**src/sv/scem_pkg.sv**
```systemverilog
// Shared types and constants for the cumulative seam energy map.
package scem_pkg;

  localparam int ROW_WIDTH_BITS = 11;
  localparam int ENERGY_BITS    = 8;
  localparam int SUM_BITS       = 20;

  localparam logic [ROW_WIDTH_BITS-1:0] ROW_WIDTH_RESET = 11'd1024;

  // Input word: one pixel energy and the frame marker.
  typedef struct packed {
    logic [ENERGY_BITS-1:0] pixel_energy;
    logic                   frame_start;
  } in_word_t;

  // Result word: saturating cumulative energy and the row marker.
  typedef struct packed {
    logic [SUM_BITS-1:0] cumulative_energy;
    logic                row_end;
  } out_word_t;

  // Per-pixel control flags carried alongside the energy in the compute stage.
  typedef struct packed {
    logic first_row;
    logic has_left;
    logic has_right;
    logic fwd_below;
    logic fwd_right;
    logic row_end;
  } stage_ctl_t;

endpackage

```
**src/sv/scem_min_add.sv**
```systemverilog
// Compute stage: three-way minimum of the row below plus the pixel energy, saturating.
module scem_min_add (
  input  logic [scem_pkg::ENERGY_BITS-1:0] energy,
  input  scem_pkg::stage_ctl_t             ctl,
  input  logic [scem_pkg::SUM_BITS-1:0]    rd_below,
  input  logic [scem_pkg::SUM_BITS-1:0]    rd_right,
  input  logic [scem_pkg::SUM_BITS-1:0]    last_result,
  input  logic [scem_pkg::SUM_BITS-1:0]    left_value,
  output logic [scem_pkg::SUM_BITS-1:0]    below,
  output logic [scem_pkg::SUM_BITS-1:0]    result
);
  import scem_pkg::*;

  logic [SUM_BITS-1:0] right;
  logic [SUM_BITS-1:0] best;
  logic [SUM_BITS:0]   sum;

  // The previous word's result may not have reached the store yet.
  assign below = ctl.fwd_below ? last_result : rd_below;
  assign right = ctl.fwd_right ? last_result : rd_right;

  // Least of the neighbors that lie inside the row.
  always_comb begin
    best = below;
    if (ctl.has_left && (left_value < best)) begin
      best = left_value;
    end
    if (ctl.has_right && (right < best)) begin
      best = right;
    end
  end

  assign sum = {1'b0, best} + (SUM_BITS + 1)'(energy);

  // The bottom row passes energy through; later rows saturate at full scale.
  always_comb begin
    if (ctl.first_row) begin
      result = SUM_BITS'(energy);
    end else if (sum[SUM_BITS]) begin
      result = '1;
    end else begin
      result = sum[SUM_BITS-1:0];
    end
  end

endmodule

```
**config.mk**
```make
export PLATFORM = sky130hd
export DESIGN_NAME = scem_min_add
export DESIGN_NICKNAME = d
export VERILOG_FILES = /design/src/sv/scem_pkg.sv /design/src/sv/scem_min_add.sv
export SDC_FILE = /design/constraint.sdc
export NUM_CORES = 1
export LEC_CHECK = 0
export ABC_CLOCK_PERIOD_IN_PS = 16070
export BUFFER_PORTS_ARGS = -buffer_cell sky130_fd_sc_hd__buf_4
export CAP_MARGIN = 5
export CORE_MARGIN = 4
export CORE_UTILIZATION = 51
export DETAILED_ROUTE_END_ITERATION = 7
export PLACE_DENSITY = 0.85
export RECOVER_POWER = 25
export REMOVE_ABC_BUFFERS = 1
export SLEW_MARGIN = 10
export SYNTH_ARGS = -nofsm -noshare
export SYNTH_HDL_FRONTEND = slang
export SYNTH_SLANG_ARGS = --single-unit
export TNS_END_PERCENT = 5
```
**constraint.sdc**
```tcl
create_clock -name vclk -period 16.07
set_input_delay 3.214 -clock vclk [all_inputs]
set_output_delay 3.214 -clock vclk [all_outputs]
set_load 0.02 [all_outputs]
```
==> results.md <==
- Status: finished clean
- Hold path cells: 3
- Internal Power: 95.46 uW
- Worst rel slew slack: 0.3733
- Final weighted congestion in routability-driven placement: 0.9122
- Avg Cell Area, Syn: 7.268 sq um
- Antenna Nets Post-Route: 0
- Largest net degree at the start of global routing: 41
- Final HPWL DP: 8118 um
- RSZ-0062 raised after global routing: no
- Seq. cell area: 0 sq um
- Maxcap violations: 0
- Crit share post-route: 0.9229
- Reg power frac: 0
- Cell count along the critical path: 30
- Final wirelength: 9766 um
- Top cell family by delay on the critical path: compound AO/OA/AOI/OAI gates
- Clock power share: 0
- Minimum clock period: 14.83 ns
- Initial antenna violation count: 0
- Total Nets Final: 676
- 1st-iter DRT viols: 309
- Critical path startpoint category: primary input
- Layout cell share with drive strength beyond 1: 0.3189
- Post-Syn Area: 3038 sq um
- Final Instance Count excl. Fillers: 605
- DIE HEIGHT: 85.18 um
- VDD IR max: 0.03703 mV
- GRT Util Overall: 0.2530
- Setup TNS: 0 ns
- Dpl cell area: 4018 sq um
- Worst slew pin tran: 0.9349 ns
- Grt ovf: 0
- Sequential cell count: 0
- Comb pwr share: 1.000
- CLK BUF: 0
- Vias post-DR: 3,644
- Layout area overhead: 31.75%
- Num ports: 134
- Crit Path Category: in2out
- Pre-Repair DR Iteration Count: 5
- Initial Util: 0.5385
- P_sw: 119.5 uW
- Vias in the first global route: 3,413
- Slowest CP cell: o22ai_2
- Leak: 1.939 nW
- Setup violators final: 0
- Most frequent CP cell: o21ai_0
- Per-cell routed wire length: 16.14 um
- Fin worst setup slack: 1.239 ns
- Site row count: 27
- Final Core Density: 0.7095
- Final Instance Area: 4003 sq um
- Power density over cell area: 53.70 nW/um^2
- Seq/Total Area, Yosys: 0
- Commonest non-fill, non-tap cells in the layout: buf_4, o21ai_0, ha_1
- Overall Power: 215.0 uW
- Commonest non-fill, non-tap cell in the layout: buf_4
- # placed instances: 605
- CP peak stage delay: 0.72 ns
- Hold Slack: 6.777 ns
- Pre-CTS setup slack: 1.313 ns
- Worst path bufs/invs: 3
- Vias/cell: 6.023
- Cells after Synth: 418
- Critical Path AT: 11.62 ns
- Post-CTS Resized: 0
- Final hold vios: 0
- Achievable clock frequency: 0.06743 GHz
- N_diodes: 0
- First-pass GRT wire length: 15,750 um
- Die span in x: 85.18 um
- Total core area: 5642 sq um
- Worst setup EP type: output port
- Number of setup buffers added after CTS: 0
- Yosys Warn Count: 0
- # hold bufs at CTS: 0
- Count of cell types in the netlist: 53
- Crit path max fanout: 40
- Sw frac: 0.5559
- Slew Viols, Final: 0
- Min-delay worst type: in2out
- Die area: 7256 sq um
- Worst path required time: 12.86 ns
- PortBufs: 133
- DR DRC count: 0
- Fillers: 507
## final timing paths
check / from / slack (ns) / endpoint
worst max-delay path: ctl[2] / 1.24 / result[12]
worst min-delay path: rd_below[18] / 6.78 / below[18]
## final cells by class
cell class	instances	area [sq um]	share of cell area
multi-input combinational	369	2813	0.7027
tap	72	90.09	0.02251
inverter	31	116.4	0.02907
timing repair buffer	133	983.4	0.2457
## power by group through the flow
stage	sequential, mW	combinational [mW]	clock [mW]
2_1_floorplan	0	0.139	0
3_3_place_gp	0	0.207	0
3_5_place_dp	0	0.213	0
4_1_cts	0	0.214	0
5_1_grt	0	0.237	0
6_report	0	0.215	0
## cell families (layout without fill, tap and decap cells)
group / Yosys count / after routing / share of synthesized area
simple gates: 120 / 120 / 0.2096
mux: 53 / 53 / 0.1936
compound gates: 132 / 132 / 0.2776
xor+xnor: 17 / 17 / 0.04901
fa+ha+maj: 47 / 47 / 0.1960
buf+inv: 49 / 164 / 0.07413
## per-layer routing
layer,GRT usage,up-vias,part of all wire
li1,-,1790,-
met1,0.3314,1688,0.43
met2,0.4590,154,0.49
met3,0.01748,12,0.068
met4,0.03741,0,0.0085
met5,0,-,0
## cell usage after synthesis (3+ instances only)
cell type | number | area share
o21ai_0 | 59 | 0.097
ha_1 | 46 | 0.19
nand2_1 | 33 | 0.041
inv_1 | 30 | 0.037
mux2_2 | 30 | 0.11
a21oi_1 | 29 | 0.048
mux2i_1 | 19 | 0.063
nor2_1 | 19 | 0.023
xnor2_1 | 11 | 0.032
nand3_1 | 10 | 0.016
nand4_1 | 10 | 0.021
nor3_1 | 10 | 0.016
a2bb2oi_1 | 8 | 0.023
clkbuf_1 | 8 | 0.0099
a21o_1 | 7 | 0.017
nor2b_1 | 7 | 0.014
and3_1 | 6 | 0.012
nand2b_1 | 6 | 0.012
xor2_1 | 6 | 0.017
a211oi_1 | 5 | 0.012
buf_6 | 5 | 0.019
and4_1 | 4 | 0.012
mux2_4 | 4 | 0.020
o21a_1 | 4 | 0.0099
a31oi_1 | 3 | 0.0062
buf_2 | 3 | 0.0049
or3_1 | 3 | 0.0062
Power figures use the tool's default switching activity.
